File: src/hdl/epws_pkg.sv
// Shared types and constants for the EEPROM page-write splitter.
// No dependencies; used by the other modules under hdl/ except epws_queue.
`default_nettype none
package epws_pkg;

  localparam int unsigned MAX_REQUEST_BYTES = 256;
  localparam int unsigned MAX_RESULTS       = 33;
  localparam int unsigned DIV_STEPS         = 11;   // dividend bits (address bits 10..0)
  localparam int unsigned MIN_PAGE_BYTES    = 8;

  localparam int unsigned RESULT_CNT_W = $clog2(MAX_RESULTS + 1);
  localparam int unsigned DIV_CNT_W    = $clog2(DIV_STEPS);

  // config register indexes
  localparam logic [1:0] REG_BASE_DEVICE_ADDR = 2'd0;
  localparam logic [1:0] REG_PAGE_BYTES       = 2'd1;
  localparam logic [1:0] REG_LAST_VALID_ADDR  = 2'd2;

  typedef struct packed {
    logic [6:0]  base_device_addr;
    logic [7:0]  page_bytes;
    logic [10:0] last_valid_addr;
  } cfg_t;

  // classified request, front -> back
  typedef struct packed {
    logic [15:0] start_addr;
    logic [8:0]  byte_count;   // already saturated
    logic [7:0]  page_ofs;     // start_addr[10:0] mod page_bytes
  } req_t;

  typedef struct packed {
    logic [6:0] device_addr;
    logic [7:0] word_addr;
    logic [7:0] chunk_len;
    logic [8:0] data_offset;
    logic       addr_error;
    logic       last_of_run;
  } result_t;

  typedef enum logic [1:0] {
    F_IDLE,
    F_DIV,
    F_PUSH
  } front_state_t;

  typedef enum logic {
    B_IDLE,
    B_RUN
  } back_state_t;

endpackage
`default_nettype wire

File: src/hdl/epws_front.sv
// Front end: takes a request beat, saturates the count and finds the page
// offset of the start address with a bit-serial remainder. Uses epws_pkg.
`default_nettype none
module epws_front (
  input  wire logic          clk,
  input  wire logic          rst,
  input  wire logic          push,
  output logic               full,
  input  wire logic [15:0]   start_addr,
  input  wire logic [8:0]    byte_count,
  input  wire logic [7:0]    page_bytes,
  output logic               q_push,
  output epws_pkg::req_t     q_data,
  input  wire logic          q_full
);
  import epws_pkg::*;

  front_state_t state, state_next;

  logic [15:0]          start_reg;
  logic [8:0]           count_reg;
  logic [10:0]          dvd;
  logic [7:0]           rem;
  logic [DIV_CNT_W-1:0] step;
  logic [8:0]           sh;
  logic [7:0]           rem_next;
  logic                 accept;

  assign accept = push && !full;

  // one restoring step per cycle; rem < page_bytes keeps sh below 2*page
  always_comb begin
    sh = {rem, dvd[DIV_STEPS-1]};
    if (sh >= {1'b0, page_bytes}) begin
      rem_next = 8'(sh - {1'b0, page_bytes});
    end else begin
      rem_next = sh[7:0];
    end
  end

  always_comb begin
    state_next = state;
    unique case (state)
      F_IDLE: if (push) state_next = F_DIV;
      F_DIV:  if (step == DIV_CNT_W'(DIV_STEPS - 1)) state_next = F_PUSH;
      F_PUSH: if (!q_full) state_next = F_IDLE;
      default: state_next = F_IDLE;
    endcase
  end

  always_comb begin
    full   = (state != F_IDLE);
    q_push = (state == F_PUSH) && !q_full;
    q_data.start_addr = start_reg;
    q_data.byte_count = count_reg;
    q_data.page_ofs   = rem;
  end

  always_ff @(posedge clk) begin
    if (rst) begin
      state <= F_IDLE;
    end else begin
      state <= state_next;
    end
  end

  always_ff @(posedge clk) begin
    if (accept) begin
      start_reg <= start_addr;
      count_reg <= (byte_count > 9'(MAX_REQUEST_BYTES)) ? 9'(MAX_REQUEST_BYTES) : byte_count;
      dvd       <= start_addr[DIV_STEPS-1:0];
      rem       <= '0;
      step      <= '0;
    end else if (state == F_DIV) begin
      dvd  <= {dvd[DIV_STEPS-2:0], 1'b0};
      rem  <= rem_next;
      step <= step + 1'b1;
    end
  end

endmodule
`default_nettype wire

File: src/hdl/epws_queue.sv
// Small register FIFO between front and back ends.
// Generic width and depth; no package dependency.
`default_nettype none
module epws_queue #(
  parameter int unsigned WIDTH = 8,
  parameter int unsigned DEPTH = 2
) (
  input  wire logic             clk,
  input  wire logic             rst,
  input  wire logic             wr,
  input  wire logic [WIDTH-1:0] wr_data,
  output logic                  q_full,
  input  wire logic             rd,
  output logic [WIDTH-1:0]      rd_data,
  output logic                  q_empty
);
  localparam int unsigned PTR_W = (DEPTH > 1) ? $clog2(DEPTH) : 1;
  localparam int unsigned CNT_W = $clog2(DEPTH + 1);

  logic [WIDTH-1:0] mem [DEPTH];
  logic [PTR_W-1:0] wr_ptr, rd_ptr;
  logic [CNT_W-1:0] fill;

  assign q_full  = (fill == CNT_W'(DEPTH));
  assign q_empty = (fill == '0);
  assign rd_data = mem[rd_ptr];

  always_ff @(posedge clk) begin
    if (rst) begin
      wr_ptr <= '0;
      rd_ptr <= '0;
      fill   <= '0;
    end else begin
      if (wr) begin
        wr_ptr <= (wr_ptr == PTR_W'(DEPTH - 1)) ? '0 : wr_ptr + 1'b1;
      end
      if (rd) begin
        rd_ptr <= (rd_ptr == PTR_W'(DEPTH - 1)) ? '0 : rd_ptr + 1'b1;
      end
      if (wr && !rd) begin
        fill <= fill + 1'b1;
      end else if (rd && !wr) begin
        fill <= fill - 1'b1;
      end
    end
  end

  always_ff @(posedge clk) begin
    if (wr) begin
      mem[wr_ptr] <= wr_data;
    end
  end

endmodule
`default_nettype wire

File: src/hdl/epws_back.sv
// Back end: walks one classified request chunk by chunk into the result
// register, one result beat per cycle while the result register is free. Uses epws_pkg.
`default_nettype none
module epws_back (
  input  wire logic           clk,
  input  wire logic           rst,
  input  wire epws_pkg::cfg_t cfg,
  input  wire epws_pkg::req_t q_data,
  input  wire logic           q_empty,
  output logic                q_pop,
  output logic                res_valid,
  output epws_pkg::result_t   res,
  input  wire logic           res_take
);
  import epws_pkg::*;

  back_state_t state, state_next;

  logic [15:0]             cur;
  logic [8:0]              count;
  logic [8:0]              done;
  logic [7:0]              pofs;
  logic [RESULT_CNT_W-1:0] n;

  logic       slot_free, emit, stop;
  result_t    res_next;
  logic       err, clipped, final_chunk, budget_end;
  logic [7:0] left, chunk0, chunk;
  logic [8:0] remain;
  logic [11:0] end_addr;

  assign slot_free = !res_valid || res_take;

  // chunk arithmetic for the current address
  always_comb begin
    err      = (cur > {5'b0, cfg.last_valid_addr});
    left     = cfg.page_bytes - pofs;
    remain   = count - done;
    chunk0   = (remain > {1'b0, left}) ? left : remain[7:0];
    end_addr = {1'b0, cur[10:0]} + {4'b0, chunk0} - 12'd1;
    clipped  = (end_addr > {1'b0, cfg.last_valid_addr});
    chunk    = clipped ? 8'(cfg.last_valid_addr - cur[10:0] + 11'd1) : chunk0;
    final_chunk = ({1'b0, chunk} == remain);
    budget_end  = (n == RESULT_CNT_W'(MAX_RESULTS - 1));
  end

  always_comb begin
    state_next = state;
    unique case (state)
      B_IDLE: if (!q_empty) state_next = B_RUN;
      B_RUN:  if (emit && stop) state_next = B_IDLE;
      default: state_next = B_IDLE;
    endcase
  end

  always_comb begin
    q_pop = (state == B_IDLE) && !q_empty;
    emit  = (state == B_RUN) && slot_free;
    res_next.device_addr = cfg.base_device_addr | {4'b0, cur[10:8]};
    res_next.word_addr   = cur[7:0];
    res_next.data_offset = done;
    if (count == '0) begin
      // empty request: one success beat, no address check
      res_next.chunk_len   = '0;
      res_next.addr_error  = 1'b0;
      res_next.last_of_run = 1'b1;
      stop = 1'b1;
    end else if (err) begin
      res_next.chunk_len   = '0;
      res_next.addr_error  = 1'b1;
      res_next.last_of_run = 1'b1;
      stop = 1'b1;
    end else begin
      res_next.chunk_len = chunk;
      if (final_chunk) begin
        res_next.addr_error  = 1'b0;
        res_next.last_of_run = 1'b1;
      end else if (clipped && budget_end) begin
        // no room left for a separate error beat
        res_next.addr_error  = 1'b1;
        res_next.last_of_run = 1'b1;
      end else begin
        res_next.addr_error  = 1'b0;
        res_next.last_of_run = 1'b0;
      end
      stop = final_chunk || budget_end;
    end
  end

  always_ff @(posedge clk) begin
    if (rst) begin
      state     <= B_IDLE;
      res_valid <= 1'b0;
    end else begin
      state <= state_next;
      if (emit) begin
        res_valid <= 1'b1;
      end else if (res_take) begin
        res_valid <= 1'b0;
      end
    end
  end

  always_ff @(posedge clk) begin
    if (q_pop) begin
      cur   <= q_data.start_addr;
      count <= q_data.byte_count;
      pofs  <= q_data.page_ofs;
      done  <= '0;
      n     <= '0;
    end else if (emit) begin
      cur  <= cur + {8'b0, chunk};
      done <= done + {1'b0, chunk};
      pofs <= '0;   // next chunk starts on a page edge or the run ends
      n    <= n + 1'b1;
    end
    if (emit) begin
      res <= res_next;
    end
  end

endmodule
`default_nettype wire

File: src/hdl/eeprom_page_write_splitter.sv
// Path to the first result beat: the page-offset remainder, the queue push, the back-end
//   load and the result register.
// Throughput: the front takes no new request until the last one is pushed to the queue;
//   the back end walks one chunk per cycle while the result register is free.
// Reset: rst (sync, active high) empties the queue, drops any request and
//   restores base 80, page 8 bytes, last valid address 2047.
`default_nettype none
module eeprom_page_write_splitter #(
  parameter int unsigned QUEUE_DEPTH = 2
) (
  input  wire logic        clk,
  input  wire logic        rst,
  // request side
  input  wire logic        push,
  output logic             full,
  input  wire logic [15:0] start_addr,
  input  wire logic [8:0]  byte_count,
  // result side
  output logic             empty,
  input  wire logic        pop,
  output logic [6:0]       device_addr,
  output logic [7:0]       word_addr,
  output logic [7:0]       chunk_len,
  output logic [8:0]       data_offset,
  output logic             addr_error,
  output logic             last_of_run,
  // config write port
  input  wire logic        wr_en,
  input  wire logic [1:0]  wr_index,
  input  wire logic [10:0] wr_data
);
  import epws_pkg::*;

  cfg_t    cfg;
  req_t    fq_data, qb_data;
  result_t res;
  logic    fq_push, q_full, q_empty, q_pop, res_valid, res_take;

  // config registers; page size below the minimum saturates up
  always_ff @(posedge clk) begin
    if (rst) begin
      cfg.base_device_addr <= 7'd80;
      cfg.page_bytes       <= 8'(MIN_PAGE_BYTES);
      cfg.last_valid_addr  <= 11'd2047;
    end else if (wr_en) begin
      unique case (wr_index)
        REG_BASE_DEVICE_ADDR: cfg.base_device_addr <= wr_data[6:0];
        REG_PAGE_BYTES:
          cfg.page_bytes <= (wr_data[7:0] < 8'(MIN_PAGE_BYTES)) ?
                            8'(MIN_PAGE_BYTES) : wr_data[7:0];
        REG_LAST_VALID_ADDR:  cfg.last_valid_addr <= wr_data;
        default: ;
      endcase
    end
  end

  // front: accept and classify (page offset of start address)
  epws_front u_front (
    .clk        (clk),
    .rst        (rst),
    .push       (push),
    .full       (full),
    .start_addr (start_addr),
    .byte_count (byte_count),
    .page_bytes (cfg.page_bytes),
    .q_push     (fq_push),
    .q_data     (fq_data),
    .q_full     (q_full)
  );

  // decoupling queue of classified requests
  epws_queue #(
    .WIDTH ($bits(req_t)),
    .DEPTH (QUEUE_DEPTH)
  ) u_queue (
    .clk     (clk),
    .rst     (rst),
    .wr      (fq_push),
    .wr_data (fq_data),
    .q_full  (q_full),
    .rd      (q_pop),
    .rd_data (qb_data),
    .q_empty (q_empty)
  );

  // back: chunk walk into the result register
  epws_back u_back (
    .clk       (clk),
    .rst       (rst),
    .cfg       (cfg),
    .q_data    (qb_data),
    .q_empty   (q_empty),
    .q_pop     (q_pop),
    .res_valid (res_valid),
    .res       (res),
    .res_take  (res_take)
  );

  assign empty       = !res_valid;
  assign res_take    = pop && res_valid;
  assign device_addr = res.device_addr;
  assign word_addr   = res.word_addr;
  assign chunk_len   = res.chunk_len;
  assign data_offset = res.data_offset;
  assign addr_error  = res.addr_error;
  assign last_of_run = res.last_of_run;

endmodule
`default_nettype wire

File: config.mk
export PLATFORM = sky130hd
export DESIGN_NAME = eeprom_page_write_splitter
export DESIGN_NICKNAME = d
export VERILOG_FILES = /design/src/hdl/epws_pkg.sv /design/src/hdl/epws_front.sv /design/src/hdl/epws_queue.sv /design/src/hdl/epws_back.sv /design/src/hdl/eeprom_page_write_splitter.sv
export SDC_FILE = /design/constraint.sdc
export NUM_CORES = 1
export LEC_CHECK = 0
export ABC_AREA = 1
export BUFFER_PORTS_ARGS = -buffer_cell sky130_fd_sc_hd__buf_4
export CAP_MARGIN = 15
export CORE_MARGIN = 2
export CORE_UTILIZATION = 35
export CTS_BUF_LIST = sky130_fd_sc_hd__clkbuf_8 sky130_fd_sc_hd__clkbuf_16
export DETAILED_ROUTE_END_ITERATION = 10
export PLACE_DENSITY_LB_ADDON = 0.2
export SETUP_SLACK_MARGIN = 0.2
export SLEW_MARGIN = 0
export SYNTH_ARGS = -nofsm -noshare
export SYNTH_HDL_FRONTEND = slang
export SYNTH_HIERARCHICAL = 1
export SYNTH_SLANG_ARGS = --single-unit
File: constraint.sdc
create_clock -name clk -period 13.27 [get_ports clk]
set_input_delay 1.9905 -clock clk [delete_from_list [all_inputs] [get_ports clk]]
set_output_delay 1.9905 -clock clk [all_outputs]
set_load 0.1 [all_outputs]
==> run_results.csv <==
group,metric,value,unit
clocking,numCtsBuffers,27,
critical_path,cp-end-kind,"register",
critical_path,path_max_fanout,18,
routing,routed_wl,28.8,mm
routing,avgViaCountPerCell,4.72,
floorplanning,io-pin-count,79,
clocking,cts_resized,0,
global_routing,grt.total_usage,15.3,%
routing,dr.pass1.iters,5,
critical_path,worst_path_largest_cell_delay,0.66,ns
floorplanning,die_h,195,um
critical_path,cp_data_arrival_time,9.24,ns
clocking,cts_root_buf,"clkbuf_16",
cells_and_area,largest_reg_flops,66,
global_routing,grt_pass1_vias,8672,
critical_path,startpoint_type,"register",
clocking,cts_tree,"yes",
yosys,avgSynthCellArea,9.70,um^2
cells_and_area,layout.nets,1568,
routing,drc_errors,0,
outcome,status,"finished, final reports clean",
routing,ant_nets,0,
placed_design,portBuffers,78,
global_routing,grt_pass1_wl,46.8,mm
yosys,syn_nets,1474,
clocking,cts_buffer_depth,3,
routing,drtIter0Drc,540,
critical_path,worst_path_most_repeated_cell,"nand2_1",
cells_and_area,n_antenna_cell,0,
routing,num_vias,8970,
yosys,synth_area,12800,um^2
yosys,synth_edf_count,169,
yosys,netlist_instances,1319,
clocking,cts_setup_buffers,0,
timing,worst_pin_slew,0.823,ns
global_routing,gr-total-overflow,0,
timing,drv_slew,0,
cells_and_area,reg.largest.list,"u_queue/mem (66), u_back/res (34), cfg (26)",
hold_path,hold_path.class,"reg -> reg",
run,maxCapViolCount,0,
clocking,cts_htree_levels,1,
timing,max_freq,0.112,GHz
routing,wl_per_cell,15.2,um
floorplanning,die_w,195,um
yosys,async_reset_ff_share,0,%
timing,fin_crit,8.96,ns
clocking,path_clk_slew,0.06,ns
cells_and_area,areaGrowthSynthToFinish,16.0,%
timing,clock_skew,0.0129,ns
timing,setup_viol,0,
floorplanning,start_util,35.3,%
timing,setup_tns,0,ns
timing,grt_setup_unrepaired,"no",
yosys,synthFlopType,"edfxtp_1",
critical_path,critical_path_class,"reg -> reg",
global_routing,antenna_found_initial,0,
clocking,hold_buffers,0,
timing,max_slew_margin,45.1,%
timing,hold_viol,0,
placed_design,place_congestion,0.864,
placed_design,place_hpwl,22.0,mm
floorplanning,die_area,38100,um^2
critical_path,slowest_stage,"a21oi_2",
floorplanning,core_area,36300,um^2
cells_and_area,top_register,"u_queue/mem",
timing,fin_crit_sh,67.5,%
yosys,synth_cell_types,53,
critical_path,worst-endpoint-required,13.56,ns
yosys,yosys_warnings,6,
critical_path,r2r_setup_slack,4.31,ns
clocking,cts_num_sinks,231,
cells_and_area,layout-drive-gt1-share,15.6,%
floorplanning,rows,70,
yosys,synth-seq-cells,231,
global_routing,grt_max_degree,46,
yosys,synth-seq-area-share,49.4,%
clocking,clock_latency,0.55,ns
## metal layers
metal  wire, um  track usage, %
met1      14400            21.9
met2      12800            24.5
met3       1020            2.04
met4        629            3.53
met5          0               0
## placed cells by master, fill, tap and decap left out, drive strengths merged
master    count
a21o          2
nor4          2
nor2        107
o311ai        1
clkinvlp      2
o22ai         1
o32ai         2
nand2       287
and2          2
a31oi         2
a211oi        2
edfxtp      169
buf          84
mux2         33
o21a          2
fa            7
xor2         30
o211ai        6
dfxtp        62
o221ai        1
nand3b        9
clkinv        9
a2111oi       1
nor3b         2
clkbuf       32
nand4         9
or2          10
o31ai         1
nand3        94
inv         205
nor3         13
bufinv        4
and3          1
a21oi        71
ha          105
xnor2        14
o21ai        46
o21bai        4
## path summary, 6_finish.rpt
check / startpoint / endpoint / cells after the start
hold reg to reg: cfg[23] / u_back/res[31] / 0
hold / removal: cfg[23] / u_back/res[31] / 0
setup / recovery: u_back/done[2] / u_back/cur[15] / 54
setup reg to reg: u_back/done[2] / u_back/cur[15] / 54
## final cells by class
type	instances	area, um^2
Clock inverter	18	205
Inverter	202	758
Sequential cell	231	6320
Clock buffer	32	756
Tap cell	468	586
Fill cell	3607	21400
Timing Repair Buffer	84	631
Multi-Input combinational cell	867	5580
## cells in the mapped netlist, types with 9 or more instances
library cell | count | area share (%)
mux2_4 | 30 | 3.5
inv_1 | 194 | 5.7
xnor2_1 | 14 | 0.96
nand3_2 | 9 | 0.70
ha_1 | 105 | 10
dfxtp_1 | 62 | 9.7
nand4_1 | 9 | 0.44
edfxtp_1 | 169 | 40
xor2_1 | 30 | 2.1
o21ai_0 | 43 | 1.7
nand2_2 | 13 | 0.64
a21oi_1 | 67 | 2.6
nand2_1 | 269 | 7.9
nor2_1 | 100 | 2.9
nand3_1 | 83 | 3.2
nand3b_1 | 9 | 0.53
nor3_1 | 12 | 0.47
## stage by stage
step	utilization [%]	setup WS (ns)	instance area (um^2)	std cells	hold slack, ns
after floorplan	-	5.94	12800	1319	0.409
after global placement	38.3	4.47	13900	1852	0.418
after detailed placement	38.3	4.36	13900	1852	0.417
after CTS	40.9	4.31	14800	1902	0.434
after global routing	40.9	3.26	14800	1902	0.446
final	40.9	4.31	14800	1902	0.434
## cell families (layout without fill, tap and decap cells)
| family | after synthesis | in the layout | synth area share, % |
|---|---|---|---|
| adder cells (fa/ha/maj) | 112 | 112 | 11.4 |
| XOR/XNOR | 44 | 44 | 3.01 |
| AND/OR/NAND/NOR | 536 | 536 | 19.1 |
| flip-flops | 231 | 231 | 49.4 |
| multiplexers | 33 | 33 | 3.78 |
| buffers and inverters | 221 | 336 | 7.07 |
| AO/OA/AOI/OAI | 142 | 142 | 6.27 |
## worst max-delay path, delay by kind of cell (launching register included)
family / cells / cell delay [ns]
simple gates: 27 / 2.91
compound gates: 14 / 2.30
fa+ha+maj: 6 / 1.87
xor+xnor: 3 / 0.61
buf+inv: 4 / 0.56
flops: 1 / 0.41
Power is not shown: default switching activity piles up to over one toggle a cycle in this logic, so the estimate is an artifact.
